==> src/hdl/itsc_pkg.sv <==
// Package for the infix token syntax checker.
// Holds token kind codes, status codes, the result struct and shared helpers.
// No dependencies.
`timescale 1ns / 1ps

package itsc_pkg;

   // Default width of the open parenthesis counter.
   localparam int DEPTH_BITS_DEF = 8;

   // Field widths of the item channels.
   localparam int KIND_W       = 4;
   localparam int STATUS_W     = 4;
   localparam int DEPTH_LEFT_W = 8;

   localparam logic [DEPTH_LEFT_W-1:0] DEPTH_LEFT_MAX = '1;

   // Token kinds. Codes above KIND_END are never valid.
   localparam logic [KIND_W-1:0] KIND_LIT    = 4'd0;
   localparam logic [KIND_W-1:0] KIND_ID     = 4'd1;
   localparam logic [KIND_W-1:0] KIND_LPAREN = 4'd2;
   localparam logic [KIND_W-1:0] KIND_RPAREN = 4'd3;
   localparam logic [KIND_W-1:0] KIND_NEG    = 4'd4;
   localparam logic [KIND_W-1:0] KIND_PLUS   = 4'd5;
   localparam logic [KIND_W-1:0] KIND_MINUS  = 4'd6;
   localparam logic [KIND_W-1:0] KIND_MUL    = 4'd7;
   localparam logic [KIND_W-1:0] KIND_END    = 4'd8;

   // Status codes reported on the last token of an expression.
   localparam logic [STATUS_W-1:0] STAT_OK            = 4'd0;
   localparam logic [STATUS_W-1:0] STAT_EMPTY         = 4'd1;
   localparam logic [STATUS_W-1:0] STAT_UNEXP_RPAREN  = 4'd2;
   localparam logic [STATUS_W-1:0] STAT_BAD_END_START = 4'd3;
   localparam logic [STATUS_W-1:0] STAT_BAD_START     = 4'd4;
   localparam logic [STATUS_W-1:0] STAT_AFTER_LIT     = 4'd5;
   localparam logic [STATUS_W-1:0] STAT_AFTER_ID      = 4'd6;
   localparam logic [STATUS_W-1:0] STAT_AFTER_NEG     = 4'd7;
   localparam logic [STATUS_W-1:0] STAT_AFTER_LPAREN  = 4'd8;
   localparam logic [STATUS_W-1:0] STAT_EMPTY_PARENS  = 4'd9;
   localparam logic [STATUS_W-1:0] STAT_AFTER_RPAREN  = 4'd10;
   localparam logic [STATUS_W-1:0] STAT_AFTER_OP      = 4'd11;
   localparam logic [STATUS_W-1:0] STAT_UNBALANCED    = 4'd12;
   localparam logic [STATUS_W-1:0] STAT_BAD_END       = 4'd13;
   localparam logic [STATUS_W-1:0] STAT_SINGLE        = 4'd14;
   localparam logic [STATUS_W-1:0] STAT_OVERFLOW      = 4'd15;

   // One result item.
   typedef struct packed {
      logic [STATUS_W-1:0]     status;
      logic [DEPTH_LEFT_W-1:0] depth_left;
   } result_type;

   // True for the binary operators.
   function automatic logic is_binop(logic [KIND_W-1:0] kind);
      return (kind == KIND_PLUS) || (kind == KIND_MINUS) || (kind == KIND_MUL);
   endfunction

endpackage

==> src/hdl/itsc_ifs.sv <==
// Valid/ready channel interfaces for the infix token syntax checker.
// Depends on itsc_pkg for the field widths.
`timescale 1ns / 1ps

// Token channel: one token kind per item, with a flag on the last token.
interface itsc_req_if;
   logic                      valid;
   logic                      ready;
   logic [itsc_pkg::KIND_W-1:0] token_kind;
   logic                      is_last;

   modport source (output valid, output token_kind, output is_last, input ready);
   modport sink   (input valid, input token_kind, input is_last, output ready);
endinterface

// Result channel: one status item per expression.
interface itsc_rsp_if;
   logic                              valid;
   logic                              ready;
   logic [itsc_pkg::STATUS_W-1:0]     status;
   logic [itsc_pkg::DEPTH_LEFT_W-1:0] depth_left;

   modport source (output valid, output status, output depth_left, input ready);
   modport sink   (input valid, input status, input depth_left, output ready);
endinterface

==> src/hdl/infix_token_syntax_checker_core.sv <==
// Top level of the infix token syntax checker: token register, expression
// tracker and result register. Depends on itsc_pkg, itsc_ifs and itsc_tracker.
`timescale 1ns / 1ps

// The block checks the syntax of an infix expression given as a stream of
// token kinds, one token per item, and returns one status item for each
// expression when its last token (is_last high) has been processed. Tokens
// are taken one per clock cycle while the token register is not held: a
// token is registered on acceptance, then processed by the grammar machine and
// depth counter, and for a last token the status is then registered in the
// result register. The token register only waits when it holds a last token
// while an earlier status has not yet been taken, so the rate is one token per
// cycle whenever the result side keeps up. The first error of an expression
// is kept; after a result the block starts afresh.
module infix_token_syntax_checker_core #(
   parameter int DEPTH_BITS = itsc_pkg::DEPTH_BITS_DEF
) (
   input logic        clock,
   input logic        reset,
   itsc_req_if.sink   req_item,
   itsc_rsp_if.source rsp_item
);
   import itsc_pkg::*;

   logic              tok_valid_ff, tok_valid_in;
   logic [KIND_W-1:0] tok_kind_ff;
   logic              tok_last_ff;
   logic              rsp_valid_ff, rsp_valid_in;
   result_type        rsp_data_ff;
   result_type        step_result;
   logic              out_free;
   logic              tok_fire;
   logic              req_take;

   // Handshake control between the token register and the result register.
   assign out_free       = !rsp_valid_ff || rsp_item.ready;
   assign tok_fire       = tok_valid_ff && (!tok_last_ff || out_free);
   assign req_item.ready = !reset && (!tok_valid_ff || tok_fire);
   assign req_take       = req_item.valid && req_item.ready;

   always_comb begin
      tok_valid_in = tok_valid_ff;
      if (req_take) begin
         tok_valid_in = 1'b1;
      end else if (tok_fire) begin
         tok_valid_in = 1'b0;
      end
   end

   always_comb begin
      rsp_valid_in = rsp_valid_ff;
      if (tok_fire && tok_last_ff) begin
         rsp_valid_in = 1'b1;
      end else if (rsp_item.ready) begin
         rsp_valid_in = 1'b0;
      end
   end

   // Expression state and per-token checks.
   itsc_tracker #(
      .DEPTH_BITS (DEPTH_BITS)
   ) u_tracker (
      .clock  (clock),
      .reset  (reset),
      .step   (tok_fire),
      .kind   (tok_kind_ff),
      .last   (tok_last_ff),
      .result (step_result)
   );

   // Token register and result register.
   always_ff @(posedge clock) begin
      if (reset) begin
         tok_valid_ff <= 1'b0;
         rsp_valid_ff <= 1'b0;
      end else begin
         tok_valid_ff <= tok_valid_in;
         rsp_valid_ff <= rsp_valid_in;
      end
      if (req_take) begin
         tok_kind_ff <= req_item.token_kind;
         tok_last_ff <= req_item.is_last;
      end
      if (tok_fire && tok_last_ff) begin
         rsp_data_ff <= step_result;
      end
   end

   assign rsp_item.valid      = rsp_valid_ff;
   assign rsp_item.status     = rsp_data_ff.status;
   assign rsp_item.depth_left = rsp_data_ff.depth_left;

endmodule

==> src/hdl/itsc_tracker.sv <==
// Expression state of the syntax checker: grammar machine, depth counter,
// previous token kind and latched first error. Depends on itsc_pkg.
`timescale 1ns / 1ps

module itsc_tracker #(
   parameter int DEPTH_BITS = itsc_pkg::DEPTH_BITS_DEF
) (
   input  logic                        clock,
   input  logic                        reset,
   input  logic                        step,
   input  logic [itsc_pkg::KIND_W-1:0] kind,
   input  logic                        last,
   output itsc_pkg::result_type        result
);
   import itsc_pkg::*;

   typedef enum logic [2:0] {
      GS_START  = 3'd0,
      GS_LIT    = 3'd1,
      GS_ID     = 3'd2,
      GS_NEG    = 3'd3,
      GS_LPAREN = 3'd4,
      GS_RPAREN = 3'd5,
      GS_OP     = 3'd6
   } gram_type;

   typedef struct packed {
      gram_type            state;
      logic [STATUS_W-1:0] err;
   } step_type;

   localparam logic [DEPTH_BITS-1:0] DEPTH_MAX = '1;
   localparam int WIDE_W = (DEPTH_BITS > DEPTH_LEFT_W) ? DEPTH_BITS : DEPTH_LEFT_W;

   // An operand is expected: literal, identifier, '(' or unary minus.
   function automatic step_type take_operand(logic [KIND_W-1:0] k,
                                             logic [STATUS_W-1:0] code);
      step_type r;
      r.err = STAT_OK;
      if (k == KIND_LIT) begin
         r.state = GS_LIT;
      end else if (k == KIND_ID) begin
         r.state = GS_ID;
      end else if (k == KIND_LPAREN) begin
         r.state = GS_LPAREN;
      end else if (k == KIND_NEG) begin
         r.state = GS_NEG;
      end else begin
         r.state = GS_START;
         r.err   = code;
      end
      return r;
   endfunction

   // Grammar transition for one token; err is nonzero on a syntax error.
   function automatic step_type gram_next(gram_type s, logic [KIND_W-1:0] k);
      step_type r;
      r.state = s;
      r.err   = STAT_OK;
      unique case (s)
         GS_LIT, GS_ID, GS_RPAREN: begin
            if (is_binop(k)) begin
               r.state = GS_OP;
            end else if (k == KIND_RPAREN) begin
               r.state = GS_RPAREN;
            end else if (k != KIND_END) begin
               r.err = (s == GS_LIT) ? STAT_AFTER_LIT :
                       (s == GS_ID)  ? STAT_AFTER_ID  : STAT_AFTER_RPAREN;
            end
         end
         GS_NEG: begin
            if (k == KIND_LIT) begin
               r.state = GS_LIT;
            end else if (k == KIND_LPAREN) begin
               r.state = GS_LPAREN;
            end else if (k == KIND_ID) begin
               r.state = GS_ID;
            end else begin
               r.err = STAT_AFTER_NEG;
            end
         end
         GS_LPAREN: begin
            if (k == KIND_RPAREN) begin
               r.err = STAT_EMPTY_PARENS;
            end else begin
               r = take_operand(k, STAT_AFTER_LPAREN);
            end
         end
         GS_OP: begin
            r = take_operand(k, STAT_AFTER_OP);
         end
         default: begin
            // The start state, and the unused code, which behaves like it.
            if (k == KIND_END) begin
               r.state = GS_START;
            end else begin
               r = take_operand(k, STAT_BAD_START);
            end
         end
      endcase
      return r;
   endfunction

   gram_type              gram_ff, gram_in;
   logic [DEPTH_BITS-1:0] depth_ff, depth_in;
   logic [KIND_W-1:0]     prev_kind_ff;
   logic                  first_tok_ff;
   logic [STATUS_W-1:0]   err_ff, err_in;
   logic [STATUS_W-1:0]   final_status;
   logic [WIDE_W-1:0]     depth_wide;
   step_type              gram_step;

   // Depth check first, then the grammar check of the same token.
   always_comb begin
      gram_in   = gram_ff;
      depth_in  = depth_ff;
      err_in    = err_ff;
      gram_step = gram_next(gram_ff, kind);
      if (err_ff == STAT_OK) begin
         if (first_tok_ff && (kind == KIND_END)) begin
            err_in = last ? STAT_EMPTY : STAT_BAD_END_START;
         end else begin
            if (kind == KIND_LPAREN) begin
               if (depth_ff == DEPTH_MAX) begin
                  err_in = STAT_OVERFLOW;
               end else begin
                  depth_in = depth_ff + DEPTH_BITS'(1);
               end
            end else if (kind == KIND_RPAREN) begin
               if (depth_ff == '0) begin
                  err_in = STAT_UNEXP_RPAREN;
               end else begin
                  depth_in = depth_ff - DEPTH_BITS'(1);
               end
            end
            if (err_in == STAT_OK) begin
               gram_in = gram_step.state;
               err_in  = gram_step.err;
            end
         end
      end
   end

   // Checks at the end of the expression, only if no error came earlier.
   always_comb begin
      final_status = err_in;
      if (err_in == STAT_OK) begin
         if (depth_in != '0) begin
            final_status = STAT_UNBALANCED;
         end else if (!first_tok_ff) begin
            if (is_binop(prev_kind_ff) || (prev_kind_ff == KIND_NEG) ||
                (prev_kind_ff == KIND_LPAREN)) begin
               final_status = STAT_BAD_END;
            end
         end else if (kind != KIND_END) begin
            final_status = STAT_SINGLE;
         end
      end
   end

   // The reported depth saturates at the width of the result field.
   assign depth_wide        = WIDE_W'(depth_in);
   assign result.status     = final_status;
   assign result.depth_left = (depth_wide > WIDE_W'(DEPTH_LEFT_MAX)) ?
                              DEPTH_LEFT_MAX : depth_wide[DEPTH_LEFT_W-1:0];

   // State registers; the last token returns everything to the reset state.
   always_ff @(posedge clock) begin
      if (reset || (step && last)) begin
         gram_ff      <= GS_START;
         depth_ff     <= '0;
         prev_kind_ff <= KIND_LIT;
         first_tok_ff <= 1'b1;
         err_ff       <= STAT_OK;
      end else if (step) begin
         gram_ff      <= gram_in;
         depth_ff     <= depth_in;
         prev_kind_ff <= kind;
         first_tok_ff <= 1'b0;
         err_ff       <= err_in;
      end
   end

endmodule

==> src/flat_wrapper.sv <==
// flat-port wrapper written by rule: the top's interface ports become plain ports
module infix_token_syntax_checker_core_flat import itsc_pkg::*;
#(
   parameter int DEPTH_BITS = itsc_pkg::DEPTH_BITS_DEF
)
  (clock, reset, req_item_valid, req_item_token_kind, req_item_is_last, req_item_ready, rsp_item_valid, rsp_item_status, rsp_item_depth_left, rsp_item_ready);
  itsc_req_if req_item_i ();
  itsc_rsp_if rsp_item_i ();
  input logic clock;
  input logic reset;
  input wire logic [$bits(req_item_i.valid)-1:0] req_item_valid;
  input wire logic [$bits(req_item_i.token_kind)-1:0] req_item_token_kind;
  input wire logic [$bits(req_item_i.is_last)-1:0] req_item_is_last;
  output wire logic [$bits(req_item_i.ready)-1:0] req_item_ready;
  output wire logic [$bits(rsp_item_i.valid)-1:0] rsp_item_valid;
  output wire logic [$bits(rsp_item_i.status)-1:0] rsp_item_status;
  output wire logic [$bits(rsp_item_i.depth_left)-1:0] rsp_item_depth_left;
  input wire logic [$bits(rsp_item_i.ready)-1:0] rsp_item_ready;
  assign req_item_i.valid = req_item_valid;
  assign req_item_i.token_kind = req_item_token_kind;
  assign req_item_i.is_last = req_item_is_last;
  assign req_item_ready = req_item_i.ready;
  assign rsp_item_valid = rsp_item_i.valid;
  assign rsp_item_status = rsp_item_i.status;
  assign rsp_item_depth_left = rsp_item_i.depth_left;
  assign rsp_item_i.ready = rsp_item_ready;
  infix_token_syntax_checker_core #(.DEPTH_BITS(DEPTH_BITS)) u_core (.clock(clock), .reset(reset), .req_item(req_item_i), .rsp_item(rsp_item_i));
endmodule
==> config.mk <==
export PLATFORM = sky130hd
export DESIGN_NAME = infix_token_syntax_checker_core_flat
export DESIGN_NICKNAME = d
export VERILOG_FILES = /design/src/hdl/itsc_pkg.sv /design/src/hdl/itsc_ifs.sv /design/src/hdl/infix_token_syntax_checker_core.sv /design/src/hdl/itsc_tracker.sv /design/src/flat_wrapper.sv
export SDC_FILE = /design/constraint.sdc
export NUM_CORES = 1
export LEC_CHECK = 0
export ABC_AREA = 1
export BUFFER_PORTS_ARGS = -buffer_cell sky130_fd_sc_hd__buf_4
export CAP_MARGIN = 20
export CORE_AREA = 2 2 96 98
export CTS_CLUSTER_SIZE = 14
export DETAILED_ROUTE_END_ITERATION = 12
export DIE_AREA = 0 0 98 100
export SYNTH_ARGS = -nofsm -noshare
export SYNTH_HDL_FRONTEND = slang
export SYNTH_SLANG_ARGS = --single-unit
==> constraint.sdc <==
create_clock -name clock -period 2.5 [get_ports clock]
set_input_delay 0.5 -clock clock [delete_from_list [all_inputs] [get_ports clock]]
set_output_delay 0.5 -clock clock [all_outputs]
set_load 0.05 [all_outputs]
* After elaboration in Yosys (flattened, before gate mapping)
Index checks and enable logic that the tools add are counted.
** Storage, ports and cells
- Flip-flop bits (word level) :: 39
- Output and inout bits :: 14
** Operators by class
- $add $sub $neg :: 2
- Magnitude comparators :: 1
- Equal/unequal tests :: 24
- Mux-type cells :: 59
- Bitwise logic cells :: 1
- Reductions and logical operators :: 29
** Operators by type and width (count)
- 4-bit 2-to-1 mux :: 28
- 3-bit 2-to-1 mux :: 18
- 8-bit 2-to-1 mux :: 6
- 4-bit by 3-bit equality test with 1-bit output, second input constant :: 8
- 7-bit case mux with 4 select lines :: 1
- 4-bit zero test :: 4
- 4-bit by 2-bit equality test with 1-bit output, second input constant :: 3
- 1-bit logical OR :: 10
- 3-bit equality test, second input constant :: 3
- 8-bit by 1-bit adder with 8-bit output, second input constant :: 1
- 8-bit equality test, second input constant :: 1
- 8-bit > comparator, second input constant :: 1
- 8-bit zero test :: 1
- 4-bit inequality test, second input constant :: 2
- 8-bit nonzero test :: 1
- 8-bit by 1-bit subtractor with 8-bit output, second input constant :: 1
- 7-bit AND reduction :: 1
- 3-bit by 2-bit equality test with 1-bit output, second input constant :: 2
- 1-bit logical AND :: 5
- 4-bit by 1-bit equality test with 1-bit output, second input constant :: 1
- 4-bit equality test, second input constant :: 1
- 1-bit zero test :: 4
- 1-bit 2-to-1 mux :: 4
- 2-bit 2-to-1 mux :: 2
- other kinds (6) :: 7

* Longest topological paths before layout
Gate-level depths: netlist of the first run.
- Word-level depth :: 14
- Mapped depth :: 17
- Depth with buffers taken out :: 16

* By module
From an unflattened synthesis of the first run, not the netlist that was laid out.
** Second synthesis, totals
- Cell total of the unflattened synthesis :: 380
- Area total of the unflattened synthesis :: 2805.2 um^2
** Modules (own cells, without submodules)
- itsc_tracker :: times used 1, cells each 343, area an instance 2179.6 um^2, sequential area each 400.4 um^2
- infix_token_syntax_checker_core :: times used 1, cells each 37, area an instance 625.6 um^2, sequential area each 550.5 um^2

* Least setup slack after synthesis of the first run
No wires, ideal clock.
- Path kind :: register to register
- Start :: register u_core.tok_kind_ff[0]
- End :: register u_core.rsp_data_ff, in the netlist u_core.rsp_item.status[2], data pin
- Arrival time :: 1722 ps
- Data required time :: 2247 ps
- Setup slack :: 525 ps
- Cell stages (with the launch flop) :: 12
- Buffers on the path :: 1
- Cell sequence :: edfxtp_1 > nor2_2 > nand4_1 > nand2_2 > inv_2 > buf_4 > o21ai_0 > nand3_2 > nor2_4 > nand2_1 > nand3_2 > nand2_1
** RTL lines
- from (decl) :: RTL line infix_token_syntax_checker_core.sv:26 : logic [KIND_W-1:0] tok_kind_ff;
- from (signal assigned) :: RTL line infix_token_syntax_checker_core.sv:81 : tok_kind_ff <= req_item.token_kind;
- to (signal assigned) :: RTL line infix_token_syntax_checker_core.sv:85 : rsp_data_ff <= step_result;
- to (decl) :: RTL line infix_token_syntax_checker_core.sv:29 : result_type rsp_data_ff;

==> flow_summary_export.csv, run 1 <==
group,metric,value,unit
timing,period_share,89.93,%
final_layout,multi_input_area,1345,µm²
drt,dr.pass1.iters,4,
die,fp.dieW,98,µm
die,placementRows,35,
die,ios,23,
synth,synth_area_per_cell,6.960,µm²
die,die_h,100,µm
die,die_area,9800,µm²
synth,synth_edf_count,17,
setup_path,critPathLaunchType,"flip-flop",
drt,drt-total-wl,5980,µm
place,io_buffers,22,
timing,rsz0062_at_grt,"false",
global_routing,track_usage,13.20,%
clock_network,cts_buffer_depth,2,
global_routing,grt_util_met3,2.646,%
final_layout,drive_gt1_share,19.24,%
final_layout,stdcell_count,506,
timing,setup_violations,0,
clock_network,cts_root_buffer,"clkbuf_8",
clock_network,htree_levels,2,
final_layout,num-fill-cells,972,
drt,avgViaCountPerCell,4.717,
global_routing,overflow,0,
global_routing,antenna_found_initial,0,
place,place.gp.congestion,0.8651,
drt,drcViolationCount,0,
outcome,outcome,"completed",
setup_path,worst_setup_path_end_kind,"flip-flop",
synth,postSynthCellCount,366,
global_routing,use_met2,23.02,%
die,start_util,28.66,%
clock_network,cts_tree,"done",
clock_network,clkTransAtPathRegs,80,ps
place,dp_cells,498,
synth,yosys_register_bits,39,
global_routing,met1_usage,16.57,%
power,power,1.704,mW
global_routing,top_usage_layer,"met2",
drt,via_count,2387,
synth,yosysSeqAreaShare,37.33,%
drt,drt_iter0_markers,73,
synth,async_reset_ff_share,0,%
setup_path,critPathArrivalTime,2300,ps
timing,fin_crit,2248,ps
min_path,hold_class,"primary input to flip-flop",
timing,tightest_slew,499.4,ps
timing,relSlewSlack,66.67,%
clock_network,post-cts-setup-buffers,0,
power,p_leak,1.410,nW
final_layout,post-route-util,33.19,%
clock_network,postCtsHoldBufs,0,
synth,yosys_warnings,0,
global_routing,grt_pass1_wl,10780,µm
timing,hold_viol_final,0,
setup_path,critical_path_class,"flip-flop to flip-flop",
drt,ant_nets,0,
global_routing,grt_max_degree,17,
synth,syn_nets,378,
final_layout,area_delta_synth_final,15.82,%
clock_network,cts.sink_count,39,
power,ir_worst_vdd,0.3484,mV
drt,wl_per_cell,11.82,µm
synth,synthFlopType,"dfxtp_1",
setup_path,cp_data_required_time,2550,ps
final_layout,antennaDiodeCount,0,
synth,synth.distinct_cells,37,
final_layout,seq_area,950.9,µm²
final_layout,finalNetCount,406,
synth,netlist_area,2547,µm²
timing,fmax,0.4448,GHz
setup_path,cp_max_fo,10,
place,dp_hpwl,4745,µm
power,p_per_area,577.6,nW/µm²
timing,drv_slew,0,
timing,skew,7.725,ps
global_routing,grt_pass1_vias,2367,
clock_network,cts_made_buffers,5,
timing,fin_tns_setup,0,ps
die,core_area,8890,µm²
clock_network,cts.repair.resized,0,
run,maxCapViolations,0,
clock_network,insertion_delay,290,ps
## cell families after synthesis
family / count (synthesis) / share of synthesized area (%)
and+or+nand+nor: 204 / 38.21
buffers and inverters: 66 / 10.27
AOI/OAI and AO/OA: 53 / 12.38
DFF: 39 / 37.33
adders and majority gates: 3 / 1.474
xor gates and xnor gates: 1 / 0.3439
## placed cells by master, fill, tap and decap left out, types with 2 or more instances in the layout
master      n
nand2_1   101
inv_1      50
nand3_1    31
nor2_1     28
buf_4      28
dfxtp_1    22
a21oi_1    19
edfxtp_1   17
o21ai_0    16
inv_2       9
nand4_1     9
nand2_2     7
nor2_2      6
nor2_4      6
nor3_1      5
a211oi_1    5
clkbuf_8    5
nand3_2     4
a31oi_1     3
ha_1        3
clkinv_2    3
o21ai_1     2
o21bai_1    2
a211oi_2    2
## worst max-delay path: stages (launching register included)
cell and delay [ps]:
edfxtp_1 500, inv_2 110, nand2_2 110, nor2_8 200, nand2_2 90, nor2_2 130, nand2_1 70, nand2_1 60
nand2_1 50, nand2_1 50, nand2_1 60, nand2_1 140, nand3_2 110, nor2_4 150, nand2_1 70, nand3_2 70
nand2_1 50
## final cells by class
| class | count | area share, % |
|---|---|---|
| Inverter | 59 | 7.506 |
| Clock buffer | 5 | 2.332 |
| Clock inverter | 3 | 0.5089 |
| Timing Repair Buffer | 28 | 7.125 |
| Tap cell | 111 | 4.707 |
| Multi-Input combinational cell | 261 | 45.59 |
| Sequential cell | 39 | 32.23 |
## layer usage
layer / wire length (µm) / vias to the layer above
met5: 0 / -
met1: 2754 / 1084
li1: - / 1249
met2: 2911 / 42
met3: 204 / 12
met4: 109 / 0
## synthesized netlist by cell type (2+ instances only)
cell | instances | area (µm²)
nand4_1 | 9 | 56.30
o21ai_1 | 2 | 10.01
nor2_2 | 7 | 43.79
nor2_1 | 28 | 105.1
a211oi_1 | 5 | 37.54
clkbuf_1 | 3 | 11.26
a211oi_2 | 2 | 25.02
inv_2 | 9 | 33.78
nand2_2 | 7 | 43.79
a31oi_1 | 3 | 18.77
o21ai_0 | 16 | 80.08
nor3_1 | 5 | 25.02
dfxtp_1 | 22 | 440.4
ha_1 | 3 | 37.54
edfxtp_1 | 17 | 510.5
o21bai_1 | 2 | 15.01
nor2_4 | 5 | 56.30
nand3_2 | 3 | 30.03
buf_2 | 2 | 10.01
nand3_1 | 32 | 160.2
a21oi_1 | 19 | 95.09
nand2_1 | 101 | 379.1
inv_1 | 50 | 187.7
## through the flow
step / hold WS (ps) / setup WS (ps) / area, µm²
after floorplan: 437.6 / 525.2 / 2547
after global placement: 451.6 / 154.0 / 2856
after detailed placement: 455.9 / 151.4 / 2856
after CTS: 361.4 / 128.9 / 2940
after global routing: 371.0 / 1.310 / 2950
final: 365.1 / 251.6 / 2950
## final timing paths
kind	startpoint	endpoint	slack [ps]	cells past startpoint
setup / recovery	u_core.tok_kind_ff[3]$_DFFE_PP_	u_core.rsp_item.status[3]$_DFFE_PP_	250	16
hold / removal	reset	u_core.tok_valid_ff$_SDFFE_PP0P_	370	2
setup reg to reg	u_core.tok_kind_ff[3]$_DFFE_PP_	u_core.rsp_item.status[3]$_DFFE_PP_	250	16
hold reg to reg	u_core.u_tracker.prev_kind_ff[3]$_SDFFE_PP0P_	u_core.u_tracker.prev_kind_ff[3]$_SDFFE_PP0P_	460	2
## state kept, by name, indices dropped and copies added (netlist names)
register,flops
u_core.u_tracker.depth_ff,8
u_core.u_tracker.prev_kind_ff,4
u_core.u_tracker.err_ff,4
u_core.tok_last_ff,1
u_core.u_tracker.gram_ff,3
u_core.tok_kind_ff,4
u_core.rsp_item.status,4
u_core.tok_valid_ff,1
u_core.rsp_item.depth_left,8
u_core.rsp_item.valid,1
u_core.u_tracker.first_tok_ff,1
## report_power, final
group	total, mW	leakage (nW)	switching (mW)	internal (mW)
Clock	0.423	0.0477	0.232	0.191
Combinational	0.528	1.02	0.355	0.174
Sequential	0.752	0.339	0.0344	0.718
Total	1.70	1.41	0.621	1.08
No activity file was read; power rests on OpenSTA's default activity.
==> run 2, diff against run 1 <==
--- a/config.mk
+++ b/config.mk
@@ -6,12 +6,12 @@
 export NUM_CORES = 1
 export LEC_CHECK = 0
 export ABC_AREA = 1
-export BUFFER_PORTS_ARGS = -buffer_cell sky130_fd_sc_hd__buf_4
 export CAP_MARGIN = 20
 export CORE_AREA = 2 2 96 98
 export CTS_CLUSTER_SIZE = 14
 export DETAILED_ROUTE_END_ITERATION = 12
 export DIE_AREA = 0 0 98 100
+export DONT_BUFFER_PORTS = 1
 export SYNTH_ARGS = -nofsm -noshare
 export SYNTH_HDL_FRONTEND = slang
 export SYNTH_SLANG_ARGS = --single-unit
==> flow_summary_export.csv, run 2 (synthesis gave the netlist of run 1 again) <==
group,metric,value,unit
clock_network,cts_root_buffer,"clkbuf_8",
setup_path,cp_data_required_time,2560,ps
global_routing,grt_max_degree,17,
clock_network,cts_buffer_depth,2,
power,p_leak,1.358,nW
setup_path,critical_path_class,"flip-flop to flip-flop",
power,pwr-share-seq,43.3,%
timing,relSlewSlack,64.23,%
timing,layout_setup_ws,221.6,ps
drt,drt-total-wl,6151,µm
global_routing,grt_pass1_vias,2262,
drt,ant_nets,0,
drt,dr.pass1.iters,4,
final_layout,antennaDiodeCount,0,
place,place.gp.congestion,0.9362,
drt,drt_iter0_markers,106,
power,p_clk_share,30.7,%
final_layout,drive_gt1_share,16.01,%
timing,fin_tns_setup,0,ps
place,post_dp_cell_area,2714,µm²
die,core_area,8890,µm²
place,dp_hpwl,4699,µm
power,p_per_area,635.8,nW/µm²
timing,rsz0062_at_grt,"false",
final_layout,area_delta_synth_final,12.82,%
drt,routed.top_layer,"met4",
min_path,worstHoldStart,"reset",
die,start_util,28.66,%
timing,hold_viol_final,0,
power,comb_power_share,26.0,%
timing,drv_slew,0,
setup_path,cp_max_fo,10,
setup_path,worst_setup_path_end_kind,"flip-flop",
global_routing,grt_pass1_wl,10500,µm
timing,fin_crit,2278,ps
place,dp_cells,479,
global_routing,track_usage,13.20,%
outcome,outcome,"completed",
power,switching_share,34.27,%
run,maxCapViolations,0,
drt,route.met3.wl,199,µm
global_routing,antenna_found_initial,0,
clock_network,insertion_delay,300,ps
place,post-place-ws,232.2,ps
final_layout,finalInstanceArea,2874,µm²
die,die_h,100,µm
place,io_buffers,0,
drt,via_count,2369,
setup_path,critPathArrivalTime,2340,ps
clock_network,cts_made_buffers,5,
final_layout,final_common_cell,"nand2_1",
drt,avgViaCountPerCell,4.815,
timing,skew,7.873,ps
min_path,hold_class,"primary input to flip-flop",
die,placementRows,35,
clock_network,cts_tree,"done",
die,fp.dieW,98,µm
setup_path,critPathLaunch,"u_core.tok_kind_ff[3]$_DFFE_PP_",
timing,setup_violations,0,
power,p_sw,626.2,µW
drt,dr_wl_met2,3001,µm
timing,tightest_slew,536.0,ps
final_layout,layout_common_cells,"nand2_1, inv_1, nand3_1",
die,die_area,9800,µm²
clock_network,htree_levels,2,
setup_path,worstReg2RegStart,"u_core.tok_kind_ff[3]$_DFFE_PP_",
power,power,1.827,mW
final_layout,num-fill-cells,957,
final_layout,seq_area,950.9,µm²
clock_network,postCtsHoldBufs,0,
timing,period_share,91.14,%
final_layout,finalNetCount,392,
power,power.internal,1.201,mW
die,ios,23,
drt,wl_per_cell,12.50,µm
final_layout,stdcell_count,492,
global_routing,overflow,0,
power,ir_worst_vdd,0.3050,mV
clock_network,cts.sink_count,39,
final_layout,multi_input_area,1340,µm²
setup_path,critPathLaunchType,"flip-flop",
timing,fmax,0.4389,GHz
clock_network,clkTransAtPathRegs,80,ps
drt,wl_met1,2914,µm
drt,drcViolationCount,0,
[run 2: per-layer routing]
| metal | track usage [%] | vias up |
|---|---|---|
| met4 | 4.487 | 0 |
| li1 | - | 1223 |
| met1 | 16.99 | 1096 |
| met5 | 0 | - |
| met3 | 2.716 | 4 |
| met2 | 22.13 | 46 |
[run 2: path summary, 6_finish.rpt]
kind	end	slack, ps	cells past startpoint
setup / recovery	u_core.rsp_item.status[3]$_DFFE_PP_	220	15
hold / removal	u_core.tok_valid_ff$_SDFFE_PP0P_	270	1
setup reg to reg	u_core.rsp_item.status[3]$_DFFE_PP_	220	15
hold reg to reg	u_core.u_tracker.prev_kind_ff[1]$_SDFFE_PP0P_	460	2
[run 2: power groups by stage]
| stage | clock, mW | sequential [mW] | combinational (mW) |
|---|---|---|---|
| 2_1_floorplan | 0 | 0.796 | 0.377 |
| 5_1_grt | 0.600 | 0.797 | 0.546 |
| 6_report | 0.561 | 0.791 | 0.475 |
| 3_3_place_gp | 0 | 0.805 | 0.470 |
| 4_1_cts | 0.579 | 0.791 | 0.474 |
| 3_5_place_dp | 0 | 0.806 | 0.471 |
[run 2: layout make-up]
type / count / area share (%)
clock buffer: 6 / 2.873
clock inverter: 2 / 1.219
inverter: 59 / 7.706
multi-input combinational: 261 / 46.63
sequential: 39 / 33.09
tap: 111 / 4.832
timing repair buffer: 14 / 3.657
[run 2: worst max-delay path, stage by stage (launching register included)]
cell and delay (ps):
edfxtp_1 520, inv_2 110, nand2_2 100, nor2_2 90, buf_4 200, inv_1 90
nand2_1 130, o21ai_0 100, nand2_1 70, nand2_1 100, nor2_1 130, nand3_2 90
nor2_4 120, nand2_1 80, nand3_2 70, nand2_1 50
[run 2: what timing repair did]
action,in CTS,in global routing
hold endpoints to repair,0,0
endpoints found under the setup margin,0,2
resized for setup,0,1
buffers inserted,0,5
[run 2: per-stage QoR]
stage	hold WS (ps)	util [%]
after floorplan	437.6	-
after global placement	445.7	30.53
after detailed placement	453.1	30.53
after CTS	257.7	31.85
after global routing	255.7	32.33
final	265.5	32.33
==> run 3, diff against run 2 <==
--- a/config.mk
+++ b/config.mk
@@ -5,12 +5,12 @@
 export SDC_FILE = /design/constraint.sdc
 export NUM_CORES = 1
 export LEC_CHECK = 0
-export ABC_AREA = 1
+export ABC_AREA = 0
 export CAP_MARGIN = 20
-export CORE_AREA = 2 2 96 98
+export CORE_AREA = 2 2 97 99
 export CTS_CLUSTER_SIZE = 14
 export DETAILED_ROUTE_END_ITERATION = 12
-export DIE_AREA = 0 0 98 100
+export DIE_AREA = 0 0 99 101
 export DONT_BUFFER_PORTS = 1
 export SYNTH_ARGS = -nofsm -noshare
 export SYNTH_HDL_FRONTEND = slang
==> constraint.sdc (replaced) <==
create_clock -name clock -period 2.1 [get_ports clock]
set_input_delay 0.42 -clock clock [delete_from_list [all_inputs] [get_ports clock]]
set_output_delay 0.42 -clock clock [all_outputs]
set_load 0.05 [all_outputs]
==> flow_summary_export.csv, run 3 <==
group,metric,value,unit
setup_path,worstReg2RegStart,"u_core.tok_kind_ff[2]$_DFFE_PP_",
outcome,outcome,"finished, violations left",
min_path,hold_depth,1,
power,ir_worst_vdd,0.3221,mV
setup_path,cp_slowest_cell,"or4b_4",
place,place.gp.congestion,0.9223,
place,io_buffers,0,
setup_path,critical_path_class,"flip-flop to flip-flop",
drt,dr.pass1.iters,4,
final_layout,area_delta_synth_final,56.57,%
timing,fmax,0.3765,GHz
synth,yosysSeqAreaShare,36.56,%
place,dp_cells,484,
global_routing,top_usage_layer,"met2",
synth,post_synth_main_area_contributors,"edfxtp_1, dfxtp_1, a21oi_1",
global_routing,grt_pass1_wl,13420,µm
global_routing,grt_max_degree,21,
drt,drt_iter0_markers,187,
final_layout,drive_gt1_share,47.22,%
clock_network,cts.sink_count,39,
clock_network,htree_levels,2,
die,fp.dieW,99,µm
drt,wl_per_cell,16.71,µm
setup_path,critPathLaunchType,"flip-flop",
global_routing,met1_usage,20.26,%
global_routing,grt_pass1_vias,2838,
setup_path,cpPeakStageDelay,530,ps
clock_network,cts_root_buffer,"clkbuf_8",
synth,yosysTopAreaCellShare,19.62,%
clock_network,insertion_delay,300,ps
clock_network,clkTransAtPathRegs,90,ps
global_routing,antenna_found_initial,0,
synth,synth_top_area_cell,"edfxtp_1",
die,core_area,8977,µm²
synth,postSynthCellCount,309,
clock_network,cts_tree,"done",
final_layout,stdcell_count,524,
final_layout,antennaDiodeCount,0,
timing,relSlewSlack,56.15,%
die,ios,23,
clock_network,cts_made_buffers,5,
setup_path,worst_setup_path_end_kind,"flip-flop",
final_layout,final_common_cell,"buf_4",
setup_path,critPathLaunch,"u_core.tok_kind_ff[2]$_DFFE_PP_",
timing,tightest_slew,656.2,ps
drt,via_count,2847,
timing,rsz0062_at_grt,"true",
die,die_area,9999,µm²
synth,netlist_area,2601,µm²
clock_network,postCtsHoldBufs,0,
synth,yosys_warnings,0,
timing,setup_violations,21,
setup_path,crit_chain,"or4b_4 > buf_8 > nor4_4 > o21ai_1 > a21oi_2 > nand4_1 > or3_4 > o31ai_2",
synth,synthTopCellsByCount,"nor2_1, nand2_1, a21oi_1",
drt,avgViaCountPerCell,5.433,
power,power,1.999,mW
run,maxCapViolations,0,
min_path,hold_class,"primary input to flip-flop",
global_routing,track_usage,16.54,%
timing,layout_setup_ws,-555.8,ps
power,p_per_area,490.7,nW/µm²
timing,hold_viol_final,0,
power,p_leak,1.623,nW
drt,drcViolationCount,0,
setup_path,cp_data_required_time,2220,ps
drt,drt-total-wl,8757,µm
clock_network,cts_buffer_depth,2,
synth,synth_most_common_cell,"nor2_1",
setup_path,cp_max_fo,8,
timing,period_share,126.5,%
timing,drv_slew,0,
drt,ant_nets,0,
timing,skew,11.98,ps
outcome,failed_checks,"negative setup slack",
timing,fin_crit,2656,ps
die,die_h,101,µm
global_routing,use_met2,29.63,%
min_path,worstHoldStart,"reset",
die,placementRows,35,
synth,synth_area_per_cell,8.418,µm²
global_routing,grt_util_met3,2.843,%
global_routing,overflow,0,
synth,synthFlopType,"dfxtp_1",
synth,synth_edf_count,17,
die,start_util,28.98,%
synth,async_reset_ff_share,0,%
synth,synth.distinct_cells,69,
place,dp_hpwl,5670,µm
synth,syn_nets,321,
synth,yosys_register_bits,39,
final_layout,finalNetCount,424,
setup_path,rr_worst_depth,8,
final_layout,layout_common_cells,"buf_4, nor2_1, nand2_1",
setup_path,critPathArrivalTime,2780,ps
run 3: changes by cell type after synthesis, moves of 7 or more:
cell	previous run	this run
nand2_1	101	25
inv_1	50	14
nand3_1	32	9
nor3_1	5	18
clkbuf_1	3	12
inv_2	9	0
nand2_2	7	0
nor2_2	7	0
run 3: layer usage:
layer | up-vias | share of wire, %
li1 | 1363 | -
met5 | - | 0
met4 | 0 | 1.6
met1 | 1402 | 42
met3 | 13 | 4.0
met2 | 69 | 53
run 3: where the power goes:
group	switching (mW)	internal (mW)
logic	0.264	0.251
clock network	0.285	0.337
registers	0.0406	0.822
total	0.589	1.41
run 3: critical path, delay by kind of cell, from the launching register on:
family / cells / cell delay (ps)
buf+inv: 1 / 170
simple gates: 4 / 1300
flops: 1 / 490
compound gates: 3 / 510
run 3: cell type report:
| cell class | instances | area (µm²) |
|---|---|---|
| repair buffers | 118 | 960.9 |
| well taps | 111 | 138.9 |
| clock buffers | 7 | 107.6 |
| clock inverters | 1 | 5.005 |
| flip-flops and latches | 39 | 952.2 |
| fillers | 817 | 4905 |
| multi-input cells | 234 | 1853 |
| inverters | 14 | 55.05 |
run 3: repair_timing:
item | in CTS | in global routing
pin swaps | 14 | 16
endpoints found under the setup margin | 24 | 26
resized for setup | 52 | 36
setup buffers | 31 | 3
run 3: kinds of logic after synthesis:
kind of cell / Yosys count / share of synthesized area [%]
buffers and inverters: 36 / 6.445
adders and majority gates: 4 / 1.876
and+or+nand+nor: 133 / 28.43
AOI/OAI and AO/OA: 94 / 25.69
DFF: 39 / 36.56
xor gates and xnor gates: 3 / 1.010
run 3: path summary, 6_finish.rpt:
check                                                                      to  slack (ps)
worst min-delay path                       u_core.rsp_item.valid$_SDFFE_PP0P_         190
worst max-delay path                      u_core.rsp_item.status[0]$_DFFE_PP_        -560
worst max register to register            u_core.rsp_item.status[0]$_DFFE_PP_        -560
worst min register to register  u_core.u_tracker.prev_kind_ff[1]$_SDFFE_PP0P_         460
run 3: through the flow:
stage,worst slack (ps),hold WS (ps),util (%),setup TNS (ps),instance area (µm²)
2_1_floorplan,-416.6,436.1,-,-1608,2625
3_3_place_gp,-546.9,445.7,36.70,-4184,3294
3_5_place_dp,-616.5,450.3,36.70,-4547,3294
4_1_cts,-514.2,185.3,43.01,-4016,3861
5_1_grt,-692.2,178.6,45.37,-7265,4073
6_report,-555.8,187.5,45.37,-5033,4073
